**src/rtl/core/mlg_pkg.sv**
```systemverilog
// ----------------------------------------------------------------------------
// mlg_pkg
// Shared widths, constants, types and arithmetic helpers of the multi-octave
// line grouping block.
// ----------------------------------------------------------------------------
package mlg_pkg;

    localparam int MAX_LINES   = 512;
    localparam int MAX_OCTAVES = 8;
    localparam int IDX_W       = $clog2(MAX_LINES);
    localparam int CNT_W       = IDX_W + 1;

    localparam int OCT_W     = 3;
    localparam int PIX_W     = 16;
    localparam int SPIX_W    = 20;
    localparam int DIR_W     = 15;
    localparam int ANG_W     = 14;
    localparam int CFG_W     = 16;
    localparam int CFG_IDX_W = 2;
    localparam int GROUP_W   = 9;
    localparam int NGRP_W    = 10;
    localparam int ROOT_W    = 21;
    localparam int SQ_W      = 2 * ROOT_W;
    localparam int SUM_W     = SPIX_W + 3;

    localparam int TWO_PI_Q12     = 25736;
    localparam int NEAR_RATIO_Q16 = 996;
    localparam int DIV5_MUL       = 13421773;
    localparam int DIV5_SHIFT     = 26;

    localparam logic [ANG_W-1:0] RST_ANGLE_TOL = 14'd715;
    localparam logic [CFG_W-1:0] RST_NEAR_FLOOR = 16'd96;
    localparam logic [CFG_W-1:0] RST_NEAR_CEIL  = 16'd192;
    localparam logic [CFG_W-1:0] RST_EP_LIMIT   = 16'd192;

    localparam logic [CFG_IDX_W-1:0] CFG_ANGLE_TOL  = 2'd0;
    localparam logic [CFG_IDX_W-1:0] CFG_NEAR_FLOOR = 2'd1;
    localparam logic [CFG_IDX_W-1:0] CFG_NEAR_CEIL  = 2'd2;
    localparam logic [CFG_IDX_W-1:0] CFG_EP_LIMIT   = 2'd3;

    typedef enum logic [3:0] {
        ST_IDLE,
        ST_RAWSQ,
        ST_LSQ_GO,
        ST_LSQ_WAIT,
        ST_SCALE,
        ST_THR,
        ST_READ,
        ST_CHECK,
        ST_DIST,
        ST_CMP,
        ST_BSQ_GO,
        ST_BSQ_WAIT,
        ST_BSQ_MUL,
        ST_NEXT,
        ST_STORE,
        ST_DONE
    } t_state;

    typedef struct packed {
        logic [OCT_W-1:0]          oct;
        logic [3:0][SPIX_W-1:0]    ep;
        logic [SPIX_W-1:0]         offset;
        logic [DIR_W-1:0]          dir;
        logic [SPIX_W-1:0]         length;
        logic [GROUP_W-1:0]        group;
    } t_entry;

    typedef struct packed {
        logic [GROUP_W-1:0] group_id;
        logic               new_group;
        logic [GROUP_W-1:0] match_entry;
        logic               table_full;
    } t_result;

    // round(sqrt2^o * 65536)
    function automatic logic [SPIX_W-1:0] scale_q16(input logic [OCT_W-1:0] o);
        logic [SPIX_W-1:0] s;
        unique case (o)
            3'd0:    s = 20'd65536;
            3'd1:    s = 20'd92682;
            3'd2:    s = 20'd131072;
            3'd3:    s = 20'd185364;
            3'd4:    s = 20'd262144;
            3'd5:    s = 20'd370728;
            3'd6:    s = 20'd524288;
            default: s = 20'd741455;
        endcase
        return s;
    endfunction

    // Round-to-nearest Q16 scaling, saturated to 20 bits.
    function automatic logic [SPIX_W-1:0] scale_val(input logic [SPIX_W-1:0] v,
                                                    input logic [OCT_W-1:0] o);
        logic [2*SPIX_W:0] p;
        logic [2*SPIX_W-16:0] q;
        p = (41'(v) * 41'(scale_q16(o))) + 41'd32768;
        q = p[2*SPIX_W:16];
        return (q > 25'(20'hFFFFF)) ? 20'hFFFFF : q[SPIX_W-1:0];
    endfunction

endpackage

```
**src/rtl/core/mlg_sqrt.sv**
```systemverilog
// ----------------------------------------------------------------------------
// mlg_sqrt
// Iterative integer floor square root, one root bit per cycle.
// ----------------------------------------------------------------------------
module mlg_sqrt (
    input  logic                      i_clk,
    input  logic                      i_rst_n,
    input  logic                      i_start,
    input  logic [mlg_pkg::SQ_W-1:0]  i_radicand,
    output logic                      o_done,
    output logic [mlg_pkg::ROOT_W-1:0] o_root
);

    localparam int STEP_W = $clog2(mlg_pkg::ROOT_W + 1);

    logic [mlg_pkg::SQ_W-1:0] r_x, r_r, r_b;
    logic [mlg_pkg::SQ_W-1:0] n_x, n_r;
    logic [mlg_pkg::SQ_W-1:0] w_sum;
    logic [STEP_W-1:0]        r_step;
    logic                     r_busy, r_done;

    always_comb begin
        w_sum = r_r + r_b;
        if (r_x >= w_sum) begin
            n_x = r_x - w_sum;
            n_r = (r_r >> 1) + r_b;
        end else begin
            n_x = r_x;
            n_r = r_r >> 1;
        end
    end

    always_ff @(posedge i_clk) begin
        if (!i_rst_n) begin
            r_busy <= 1'b0;
            r_done <= 1'b0;
            r_step <= '0;
        end else begin
            r_done <= 1'b0;
            if (i_start) begin
                r_busy <= 1'b1;
                r_step <= '0;
            end else if (r_busy) begin
                r_step <= r_step + 1'b1;
                if (r_step == STEP_W'(mlg_pkg::ROOT_W - 1)) begin
                    r_busy <= 1'b0;
                    r_done <= 1'b1;
                end
            end
        end
    end

    always_ff @(posedge i_clk) begin
        if (i_start) begin
            r_x <= i_radicand;
            r_r <= '0;
            r_b <= {2'b01, {(mlg_pkg::SQ_W - 2){1'b0}}};
        end else if (r_busy) begin
            r_x <= n_x;
            r_r <= n_r;
            r_b <= r_b >> 2;
        end
    end

    assign o_done = r_done;
    assign o_root = r_r[mlg_pkg::ROOT_W-1:0];

endmodule

```
**config.mk**
```make
export PLATFORM = sky130hd
export DESIGN_NAME = mlg_sqrt
export DESIGN_NICKNAME = d
export VERILOG_FILES = /design/src/rtl/core/mlg_pkg.sv /design/src/rtl/core/mlg_sqrt.sv
export SDC_FILE = /design/constraint.sdc
export NUM_CORES = 1
export LEC_CHECK = 0
export BUFFER_PORTS_ARGS = -buffer_cell sky130_fd_sc_hd__buf_2
export CAP_MARGIN = 0
export CORE_ASPECT_RATIO = 1.5
export CORE_UTILIZATION = 55
export CTS_CLUSTER_DIAMETER = 40
export DETAILED_ROUTE_END_ITERATION = 8
export GPL_TIMING_DRIVEN = 0
export PLACE_DENSITY = 0.81
export SLEW_MARGIN = 20
export SYNTH_ARGS = -nofsm -noshare
export SYNTH_HDL_FRONTEND = slang
export SYNTH_SLANG_ARGS = --single-unit
export TNS_END_PERCENT = 20
```
**constraint.sdc**
```tcl
create_clock -name i_clk -period 16.05 [get_ports i_clk]
set_clock_uncertainty 0.15 [all_clocks]
set_input_delay 3.21 -clock i_clk [delete_from_list [all_inputs] [get_ports i_clk]]
set_output_delay 3.21 -clock i_clk [all_outputs]
set_load 0.005 [all_outputs]
```
== Yosys cells after proc, flatten, opt, wreduce, memory -nomap -nowiden ==
Cells that the tools add are included.

* Input port bits: 45
* Bits in read-only memories: 0
* Output and inout port bits: 22
* Latch bits: 0
* Memories: 0
* Word-level logic and storage cells: 27
* Register bits after elaboration: 112
* Memory bits (writable): 0

* Bitwise operators: 2
* $mul: 0
* Div/mod/pow operators: 0
* Reductions and logical operators: 5
* Add/sub/neg operators: 4
* Mux-type cells: 8
* Equal/unequal tests: 1
* Order comparisons: 1
* Shifts and indexed selects: 0

{| class="wikitable"
|+ Operators with widths
! operator !! count
|-
| 2-to-1 mux 42 bit || 4
|-
| adder 41 x 41 -> 42 bit || 1
|-
| adder 42 x 41 -> 42 bit || 1
|-
| >= comparator 42 bit || 1
|-
| subtractor 42 bit || 1
|-
| adder 5 x 1 -> 5 bit, second input constant || 1
|-
| equality test 5 bit, second input constant || 1
|-
| 2-to-1 mux 1 bit || 4
|-
| nonzero test 2 bit || 2
|-
| OR reduction 3 bit || 1
|-
| NOT 1 bit || 2
|-
| AND reduction 2 bit || 1
|-
| OR reduction 2 bit || 1
|}

== Depth between registers and ports, before layout ==
Gate-level depths: netlist of run 1.

* Depth after elaboration: 5
* Mapped depth: 23
* Mapped depth without buffers: 21

== Worst setup path after synthesis of run 1 ==
Ideal clock, no wire load.

* Path type: reg-to-reg
* Start: register r_r[0] in the netlist's numbering
* End: register r_x[0] in the netlist's numbering, enable pin
* Buffers on the path: 2
* Data required time: 15.400 ns
* Clock period less this slack: 7.754 ns
* Library setup time: 0.500 ns
* Setup slack: 8.296 ns
* Cell stages (with the launch flop): 20
* Arrival: 7.105 ns
* Cell sequence: dfxtp_1 -> ha_1 -> ha_1 -> a21oi_1 -> o21bai_1 -> a31o_2 -> a41oi_1 -> a31oi_1 -> a221oi_1 -> nor4_1 -> o31ai_1 -> xor2_1 -> ha_1 -> and3_1 -> nand3_1 -> o31ai_1 -> a21oi_4 -> buf_4 -> buf_2 -> o21ai_0

* Cells in the longest elaborated chain, start to end: 4

{| class="wikitable"
|+ Ends and longest elaborated chain
! item !! line !! source
|-
| start, declared || mlg_sqrt.sv:16 || <nowiki>logic [mlg_pkg::SQ_W-1:0] r_x, r_r, r_b;</nowiki>
|-
| start signal, assigned || mlg_sqrt.sv:60 || <nowiki>r_r <= n_r;</nowiki>
|-
| adder 42 x 41 -> 42 bit || mlg_sqrt.sv:23 || <nowiki>w_sum = r_r + r_b;</nowiki>
|-
| >= comparator 42 bit || mlg_sqrt.sv:24 || <nowiki>if (r_x >= w_sum) begin</nowiki>
|-
| nonzero test 2 bit (no line) || n/a ||
|-
| AND reduction 2 bit (no line) || n/a ||
|-
| end signal, assigned || mlg_sqrt.sv:55 || <nowiki>r_x <= i_radicand;</nowiki>
|-
| end signal, assigned || mlg_sqrt.sv:59 || <nowiki>r_x <= n_x;</nowiki>
|-
| end, declared || mlg_sqrt.sv:16 ||
|}

No other way between the ends.
A chain may end at the register's enable or synchronous reset.

== Final worst setup path of run 1 ==
* Start: register r_r[0] in the netlist's numbering
* End: register r_x[26] in the netlist's numbering, enable pin

The elaborated chain is that of the path after synthesis.

==> flow_summary.yaml, run 1 <==
clocking:
  cts_setup_buffers: 0
  insertion_delay_ns: 0.37
  root_buffer: "clkbuf_16"
  clock_sinks: 112
  clk_pin_slew_ns: 0.08
  cts_buffers: 9
  hold_buffers: 0
  htreeDepth: 3
  cts_tree: "done"
  clockBufferDepth: 2
  cts_resized: 0
cells_and_area:
  fin_nets: 1407
  areaGrowthSynthToFinish_pct: 9.49
  drive_gt1_share_pct: 11.7
  antenna_cells: 0
  fin_cells: 1491
  finish.utilization_pct: 61.6
drt:
  ant_nets: 0
  wirelength_mm: 27.9
  vias: 9372
  drt_iter0_drc: 640
  first_pass_iters: 7
  drt-vias-per-instance: 6.29
  drc: 0
  routedWlPerCell_um: 18.7
setup_path:
  ff2ff_path_depth: 23
  worstSetupPathType: "register to register"
  cp-end-kind: "register"
  r2r_start: "r_r[0]"
  critPathMaxFanout: 21
  critPathCapture: "r_x[26]"
  arrival_ns: 6.42
  rrSetupSlack_ns: 9.60
  crit_start: "r_r[0]"
  cp.required_ns: 16.03
  r2r-end: "r_x[26]"
  critPathLaunchType: "register"
yosys:
  netlist_instances: 1194
  yosysUniqueCellTypes: 70
  synth-edff-count: 42
  ys_seq_area_share_pct: 27.3
  yosys_warnings: 0
  syn_area_um2: 9760
  async_reset_ff_share_pct: 0
  ys.flop_type: "dfxtp_1"
  syn-num-nets: 1328
  syn_area_per_cell_um2: 8.17
  ys_seq_elements: 112
sta:
  setup_viol: 0
  grt_setup_unrepaired: "no"
  fmax_mhz: 155
  final-hold-violation-count: 0
  period_minus_slack_ns: 6.45
  tns_ns: 0
  slew_headroom_pct: 39.4
  worst_pin_slew_ns: 0.909
  fin_crit_sh_pct: 40.2
  report.final.slew_viol_count: 0
placement:
  dpl.cell_count: 1475
  place_hpwl_mm: 21.6
  gp_congestion: 0.953
  io_buffers: 66
global_routing:
  grt_pass1_vias: 9188
  grt_pass1_wl_mm: 45.0
  grt.total_usage_pct: 31.0
  grt_max_degree: 22
  overflow: 0
  antenna_found_initial: 0
die:
  fp.dieH_um: 165
  io_pins: 67
  die_area_um2: 18300
  initial_core_util_pct: 56.2
  core_area_um2: 17300
  rows: 59
  fp.dieW_um: 111
job:
  cap_violations: 0
hold_path:
  min_path_type: "register to register"
pwr:
  peakVddDrop_v: 0.0000896
  leakage_nw: 4.33
  p_per_area_nw_per_um2: 139
status:
  status: "finished clean"
-- Yosys cell counts (26+ instances only) --
cell	instances	share of area, %
a21o_1	32	2.5
a21oi_1	80	4.1
a31oi_1	27	1.7
buf_4	26	2.0
clkbuf_1	46	1.8
dfxtp_1	70	14
edfxtp_1	42	13
ha_1	88	11
inv_1	29	1.1
mux2i_1	39	4.0
nand2_1	110	4.2
nor2_1	136	5.2
o21ai_0	93	4.8
xnor2_1	36	3.2
xor2_1	46	4.1
-- layout make-up --
cell class                      count  area, um2
Buffer                             79        408
Clock buffer                       11        233
Clock inverter                      5       42.5
Fill cell                        1544       6660
Inverter                           29        109
Multi-Input combinational cell    974       6590
Sequential cell                   112       2660
Tap cell                          213        267
Timing Repair Buffer               68        373
-- where the power goes --
part,leakage [nW],internal (mW),switching [mW]
sequential,0.993,0.371,0.0473
combinational,3.20,0.338,0.502
clock,0.136,0.108,0.116
total,4.33,0.817,0.665
-- critical path: stages, from the launching register on --
cell	delay [ns]
dfxtp_1	0.34
ha_1	0.23
ha_1	0.21
a21oi_1	0.21
o21bai_1	0.12
a31o_2	0.28
a41oi_1	0.46
a31oi_1	0.27
a221oi_1	0.49
nor4_1	0.12
o31ai_1	0.30
xor2_1	0.24
ha_1	0.34
a21o_1	0.19
a21oi_1	0.24
o21ai_0	0.13
a21o_1	0.19
a21oi_1	0.14
o31ai_1	0.14
a21oi_4	0.36
buf_4	0.25
buf_2	0.30
o21ai_4	0.21
buf_16	0.27
-- cell families (layout without fill, tap and decap cells) --
logic type / count (synthesis) / count (layout) / synth area share (%)
adders and majority gates: 89 / 89 / 11.5
DFF: 112 / 112 / 27.3
muxes: 47 / 47 / 4.92
buffers and inverters: 108 / 192 / 5.30
AOI/OAI and AO/OA: 378 / 378 / 25.9
and+or+nand+nor: 378 / 378 / 17.7
xor gates and xnor gates: 82 / 82 / 7.36
-- layer usage --
layer  track usage [%]  routed length (um)  up-vias  part of all wire [%]
met2              57.3               14200      352                    51
met4              22.7                1910        0                   6.8
li1                  -                   -     4553                     -
met3              3.10                1170      123                   4.2
met1              33.0               10700     4344                    38
met5                 0                   0        -                     0
-- how the worst min path moves through the flow --
stage / to / slack, ns / startpoint / cells past startpoint
after floorplan: r_step[4] / 0.33 / r_step[4] / 2
after global placement: r_step[4] / 0.36 / r_step[4] / 2
after detailed placement: r_step[4] / 0.37 / r_step[4] / 2
after CTS: r_r[0] / 0.39 / r_r[0] / 2
after global routing: r_r[0] / 0.42 / r_r[0] / 2
final: r_r[0] / 0.39 / r_r[0] / 2
-- cell usage in the layout (no fill, tap or decap), drive strengths merged, types with 3 or more instances in the layout --
cell	netlist	layout
a31o	9	9
dfxtp	70	70
o21bai	12	12
or3	25	25
o32ai	3	3
edfxtp	42	42
ha	88	88
o21a	11	11
a211oi	18	18
mux2i	39	39
and4	5	5
a21oi	81	81
buf	32	100
a221oi	3	3
xnor2	36	36
and2	5	5
mux2	8	8
o211ai	10	10
nand4	19	19
clkbuf	47	58
a31oi	29	29
o21ai	99	99
nor3	11	11
nor4	6	6
nand3	23	23
a21o	32	32
xor2	46	46
nor2b	15	15
a21boi	4	4
a311oi	22	22
o31ai	24	24
and3	13	13
clkinv	0	4
nand2	110	110
inv	29	30
nand2b	5	5
nor2	136	136
-- per-stage QoR --
step	cell area, um2	hold WS (ns)	setup WS [ns]	power [mW]
3_3_place_gp	10400	0.361	5.80	1.23
5_1_grt	10700	0.417	9.20	1.59
4_1_cts	10700	0.387	9.68	1.47
6_report	10700	0.385	9.60	1.48
2_1_floorplan	9760	0.329	8.30	1.04
3_5_place_dp	10400	0.373	9.71	1.25
-- state kept, by name, summed over array words and instances (netlist names) --
name    flops
r_r        42
r_x        42
r_b        21
r_step      5
o_done      1
r_busy      1
Note: power is estimated with default switching activity, not from simulation.
==> run 2: changes to the inputs <==
--- a/config.mk
+++ b/config.mk
@@ -5,6 +5,7 @@
 export SDC_FILE = /design/constraint.sdc
 export NUM_CORES = 1
 export LEC_CHECK = 0
+export ABC_AREA = 1
 export BUFFER_PORTS_ARGS = -buffer_cell sky130_fd_sc_hd__buf_2
 export CAP_MARGIN = 0
 export CORE_ASPECT_RATIO = 1.5
@@ -12,7 +13,7 @@
 export CTS_CLUSTER_DIAMETER = 40
 export DETAILED_ROUTE_END_ITERATION = 8
 export GPL_TIMING_DRIVEN = 0
-export PLACE_DENSITY = 0.81
+export PLACE_DENSITY = 0.8
 export SLEW_MARGIN = 20
 export SYNTH_ARGS = -nofsm -noshare
 export SYNTH_HDL_FRONTEND = slang
==> constraint.sdc (replaced) <==
create_clock -name i_clk -period 6.26 [get_ports i_clk]
set_clock_uncertainty 0.15 [all_clocks]
set_input_delay 1.252 -clock i_clk [delete_from_list [all_inputs] [get_ports i_clk]]
set_output_delay 1.252 -clock i_clk [all_outputs]
set_load 0.005 [all_outputs]
==> flow_summary.yaml, run 2 <==
clocking:
  clockBufferDepth: 2
  cts_tree: "done"
  htreeDepth: 3
  root_buffer: "clkbuf_16"
  cts_resized: 0
  clock_sinks: 112
  cts_setup_buffers: 0
  clk_pin_slew_ns: 0.08
  hold_buffers: 0
  cts_buffers: 9
  insertion_delay_ns: 0.38
yosys:
  syn_area_um2: 12500
  synth.area.top_cells: "nand2_1, dfxtp_1, edfxtp_1"
  synth.most_common_cell: "nand2_1"
  synth-xor-area-share_pct: 4.92
  synth_fa_ha_area_share_pct: 9.00
  synth_top_family_by_area: "simple AND/OR/NAND/NOR gates"
  yosys_warnings: 0
  muxShareOfSynthArea_pct: 0
  netlist_instances: 2080
  synth_compound_area_share_pct: 13.2
  ys.flop_type: "dfxtp_1"
  synth_common_cells: "nand2_1, inv_1, nor2_1"
  synth-edff-count: 42
  ys_seq_area_share_pct: 21.4
  yosys.area_share.simple_pct: 39.7
  yosys.area.top_type: "nand2_1"
  async_reset_ff_share_pct: 0
  syn-num-nets: 2214
  syn_area_per_cell_um2: 5.99
  synth_top_area_share_pct: 20.0
  yosysUniqueCellTypes: 48
  ys_seq_elements: 112
sta:
  slew_headroom_pct: 40.0
  fmax_mhz: 183
  period_minus_slack_ns: 5.45
  fin_crit_sh_pct: 87.1
  setup_viol: 0
  worst_pin_slew_ns: 0.890
  final-hold-violation-count: 0
  report.final.slew_viol_count: 0
  grt_setup_unrepaired: "no"
global_routing:
  overflow: 0
  grt.total_usage_pct: 39.5
  grt_pass1_wl_mm: 70.1
  grt_max_degree: 25
  grt_pass1_vias: 13695
  antenna_found_initial: 0
die:
  io_pins: 67
  core_area_um2: 22300
  fp.dieW_um: 125
  fp.dieH_um: 186
  die_area_um2: 23300
  initial_core_util_pct: 55.9
  rows: 67
setup_path:
  arrival_ns: 5.43
  critPathLaunchType: "register"
  worstSetupPathType: "register to register"
  cp-end-kind: "register"
  critPathMaxFanout: 24
  cp.required_ns: 6.24
  rrSetupSlack_ns: 0.81
job:
  cap_violations: 0
hold_path:
  min_path_type: "register to register"
cells_and_area:
  finish.utilization_pct: 60.3
  antenna_cells: 0
  final_common_cell: "nand2_1"
  areaGrowthSynthToFinish_pct: 8.00
  regArea_um2: 2660
  multi_input_area_um2: 8330
  reg_top3: "r_r: 42 flops, r_x: 42 flops, r_b: 21 flops"
  drive_gt1_share_pct: 8.74
  most-common-layout-cells: "nand2_1, inv_1, nor2_1"
  fin_nets: 2291
  fill_cells: 2332
status:
  status: "finished clean"
placement:
  gp_congestion: 0.989
  io_buffers: 65
  place_hpwl_mm: 38.3
drt:
  drt_iter0_drc: 858
  drc: 0
  vias: 13828
  first_pass_iters: 5
  routedWlPerCell_um: 18.8
  drt-vias-per-instance: 5.67
  wirelength_mm: 45.7
  ant_nets: 0
pwr:
  leakage_nw: 6.19
  totalPowerFinal_mw: 5.92
  p_per_area_nw_per_um2: 440
  peakVddDrop_v: 0.000330
==> run 2: cells by family (layout without fill, tap and decap cells) <==
family	after synthesis	after routing
xor gates and xnor gates	70	70
and+or+nand+nor	1175	1175
AOI/OAI and AO/OA	305	305
DFF	112	112
adders and majority gates	89	89
buffers and inverters	329	411
==> run 2: path summary, 6_finish.rpt <==
kind | start | to | depth (start not counted)
min | r_r[0] | r_r[0] | 2
max | r_r[32] | r_x[14] | 20
min reg2reg | r_r[0] | r_r[0] | 2
max reg2reg | r_r[32] | r_x[14] | 20
==> run 2: layout make-up <==
| class | count | area share (%) |
|---|---|---|
| Multi-Input combinational cell | 1639 | 61.9 |
| Sequential cell | 112 | 19.8 |
| Inverter | 257 | 7.17 |
| Buffer | 72 | 3.74 |
| Timing Repair Buffer | 66 | 2.57 |
| Tap cell | 276 | 2.57 |
| Clock buffer | 9 | 1.67 |
| Clock inverter | 7 | 0.577 |
==> run 2: metrics by stage <==
step                cell area, um2  setup WS (ns)  instances  TNS (ns)  hold slack, ns
detailed placement           13100          0.845       2422         0           0.331
global placement             13100        -0.0432       2421     -1.64           0.335
floorplan                    12500           1.84       2080         0           0.312
global route                 13500          0.557       2438         0           0.395
finish                       13500          0.810       2438         0           0.348
CTS                          13500          0.829       2438         0           0.349
==> run 2: worst max-delay path: stages (launching register included) <==
cell,delay (ns)
dfxtp_1,0.42
ha_1,0.40
nand2_1,0.13
nor3_1,0.34
inv_1,0.13
nor4_1,0.51
nand3_1,0.16
nand3_1,0.27
xor2_1,0.21
ha_1,0.31
nand2_1,0.18
nor2_1,0.10
nand2_1,0.16
nor2_1,0.07
nand2_2,0.10
nor2_4,0.04
nor2_4,0.33
nand2_8,0.15
nand2_2,0.22
nand2_2,0.41
buf_12,0.35
==> run 2: report_power, final <==
group | switching, mW | internal [mW] | leakage (nW) | total (mW)
registers | 0.203 | 1.04 | 0.995 | 1.24
clock network | 0.308 | 0.317 | 0.153 | 0.625
logic | 2.61 | 1.44 | 5.04 | 4.05
total | 3.12 | 2.80 | 6.19 | 5.92
==> run 2: metal layers <==
metal  track usage (%)  vias to the layer above  wire [um]
met1              38.8                     6281      16100
met2              72.1                      489      23100
met3              4.13                      183       1820
li1                  -                     6875          -
met4              37.4                        0       4740
met5                 0                        -          0
==> run 3: changes to the inputs <==
--- a/config.mk
+++ b/config.mk
@@ -6,14 +6,14 @@
 export NUM_CORES = 1
 export LEC_CHECK = 0
 export ABC_AREA = 1
-export BUFFER_PORTS_ARGS = -buffer_cell sky130_fd_sc_hd__buf_2
 export CAP_MARGIN = 0
 export CORE_ASPECT_RATIO = 1.5
 export CORE_UTILIZATION = 55
 export CTS_CLUSTER_DIAMETER = 40
 export DETAILED_ROUTE_END_ITERATION = 8
+export DONT_BUFFER_PORTS = 1
 export GPL_TIMING_DRIVEN = 0
-export PLACE_DENSITY = 0.8
+export PLACE_DENSITY = 0.77
 export SLEW_MARGIN = 20
 export SYNTH_ARGS = -nofsm -noshare
 export SYNTH_HDL_FRONTEND = slang
==> flow_summary.yaml, run 3 (same netlist as run 2, synthesis figures left out) <==
status:
  status: "finished clean"
clocking:
  hold_buffers: 0
  insertion_delay_ns: 0.38
  cts_setup_buffers: 0
  clockBufferDepth: 2
  cts_resized: 0
  cts_buffers: 9
  htreeDepth: 3
  cts_tree: "done"
  clk_pin_slew_ns: 0.08
  clock_sinks: 112
  root_buffer: "clkbuf_16"
setup_path:
  cp-end-kind: "register"
  critPathLaunchType: "register"
  max_stage_delay_ns: 0.57
  worstSetupPathType: "register to register"
  path_cells: "ha_1 -> nand2_1 -> nor2_1 -> inv_1 -> nor2_1 -> inv_1 -> nor3_1 -> a21oi_1 -> o21bai_1 -> xor2_1 -> ha_1 -> a21o_1 -> a21oi_1 -> nand2_1 -> nand2_1 -> nand2_2 -> nor2_4 -> nand2_8 -> nand2_2 -> nand2_2 -> buf_12"
  critPathBufInv: 3
  ff2ff_path_depth: 21
  cp.required_ns: 6.24
  crit_family: "simple AND/OR/NAND/NOR gates"
  r2r_start: "r_r[20]"
  rrSetupSlack_ns: 0.96
  critPathMaxFanout: 32
  arrival_ns: 5.28
  crit_slowest_cell: "nor3_1"
  r2r-end: "r_x[2]"
sta:
  period_minus_slack_ns: 5.30
  fin_crit_sh_pct: 84.7
  slew_headroom_pct: 44.8
  tns_ns: 0
  setup_viol: 0
  final-hold-violation-count: 0
  report.final.slew_viol_count: 0
  fmax_mhz: 189
  worst_pin_slew_ns: 0.820
  grt_setup_unrepaired: "no"
drt:
  drc: 0
  vias: 13676
  drt_iter0_drc: 851
  wirelength_mm: 44.0
  routedWlPerCell_um: 18.5
  drt-vias-per-instance: 5.76
  ant_nets: 0
  first_pass_iters: 5
hold_path:
  hold_path_depth: 2
  min_path_type: "register to register"
  min_from: "r_r[0]"
  whs_endpoint: "r_r[0]"
placement:
  place_hpwl_mm: 36.6
  io_buffers: 0
  dpl.cell_count: 2357
  gp_congestion: 1.04
  placed_area_um2: 12800
cells_and_area:
  finish.utilization_pct: 59.0
  reg_top3: "r_r: 42 flops, r_x: 42 flops, r_b: 21 flops"
  fin_nets: 2226
  areaGrowthSynthToFinish_pct: 5.57
  final_common_cell: "nand2_1"
  fin_cells: 2373
  most-common-layout-cells: "nand2_1, inv_1, nor2_1"
  drive_gt1_share_pct: 5.87
  fill_cells: 2306
  antenna_cells: 0
  design_area_um2: 13200
global_routing:
  antenna_found_initial: 0
  grt_pass1_vias: 13605
  overflow: 0
  grt_max_degree: 33
  grt_pass1_wl_mm: 68.1
  grt.total_usage_pct: 38.1
die:
  io_pins: 67
  die_area_um2: 23300
  fp.dieW_um: 125
  rows: 67
  fp.dieH_um: 186
  initial_core_util_pct: 55.9
  core_area_um2: 22300
pwr:
  peakVddDrop_v: 0.000340
  totalPowerFinal_mw: 5.92
  leakage_nw: 5.91
  p_per_area_nw_per_um2: 450
  pwr-share-seq_pct: 21.1
  clkPwrFrac_pct: 11.2
  p_switching_mw: 3.10
  switching_share_pct: 52.5
  pwr-share-comb_pct: 67.7
  p_int_mw: 2.81
job:
  cap_violations: 0
[run 3: power groups by stage]
stage | Sequential (mW) | Combinational, mW | Clock, mW
floorplan | 1.17 | 2.96 | 0
global placement | 1.26 | 3.83 | 0
detailed placement | 1.26 | 3.90 | 0
CTS | 1.24 | 3.93 | 0.662
global route | 1.28 | 4.43 | 0.682
finish | 1.25 | 4.01 | 0.660
[run 3: per-stage QoR]
step	setup WS, ns	hold WS (ns)
floorplan	1.84	0.312
global placement	0.234	0.338
detailed placement	1.17	0.346
CTS	1.15	0.363
global route	0.781	0.378
finish	0.959	0.357
[run 3: worst max-delay path by stage]
stage | from | endpoint | slack, ns | cells past startpoint
after floorplan | r_r[0] | r_x[0] | 1.84 | 21
after global routing | r_r[20] | r_x[13] | 0.78 | 21
after detailed placement | r_r[32] | r_x[0] | 1.17 | 20
final | r_r[20] | r_x[2] | 0.96 | 21
after global placement | r_r[32] | r_x[1] | 0.23 | 19
after CTS | r_r[32] | r_x[0] | 1.15 | 20
[run 3: cell type report]
class	count	area (um2)	area share [%]
multi-input combinational	1639	8330	63.3
sequential	112	2660	20.2
inverter	257	965	7.34
buffer	72	503	3.82
tap	276	345	2.63
clock buffer	10	229	1.74
clock inverter	6	97.6	0.742
timing repair buffer	1	20.0	0.152
[run 3: worst register-to-register path: stages (launching register included)]
cell	delay, ns
dfxtp_1	0.36
ha_1	0.37
nand2_1	0.10
nor2_1	0.16
inv_1	0.12
nor2_1	0.12
inv_1	0.06
nor3_1	0.57
a21oi_1	0.30
o21bai_1	0.24
xor2_1	0.26
ha_1	0.34
a21o_1	0.22
a21oi_1	0.21
nand2_1	0.11
nand2_1	0.08
nand2_2	0.08
nor2_4	0.29
nand2_8	0.15
nand2_2	0.22
nand2_2	0.24
buf_12	0.28
[run 3: metal layers]
layer | GRT usage (%) | part of all wire, % | vias to the layer above
li1 | - | - | 6758
met2 | 69.7 | 50 | 527
met1 | 37.2 | 35 | 6195
met5 | 0 | 0 | -
met3 | 4.36 | 4.3 | 196
met4 | 35.6 | 10 | 0
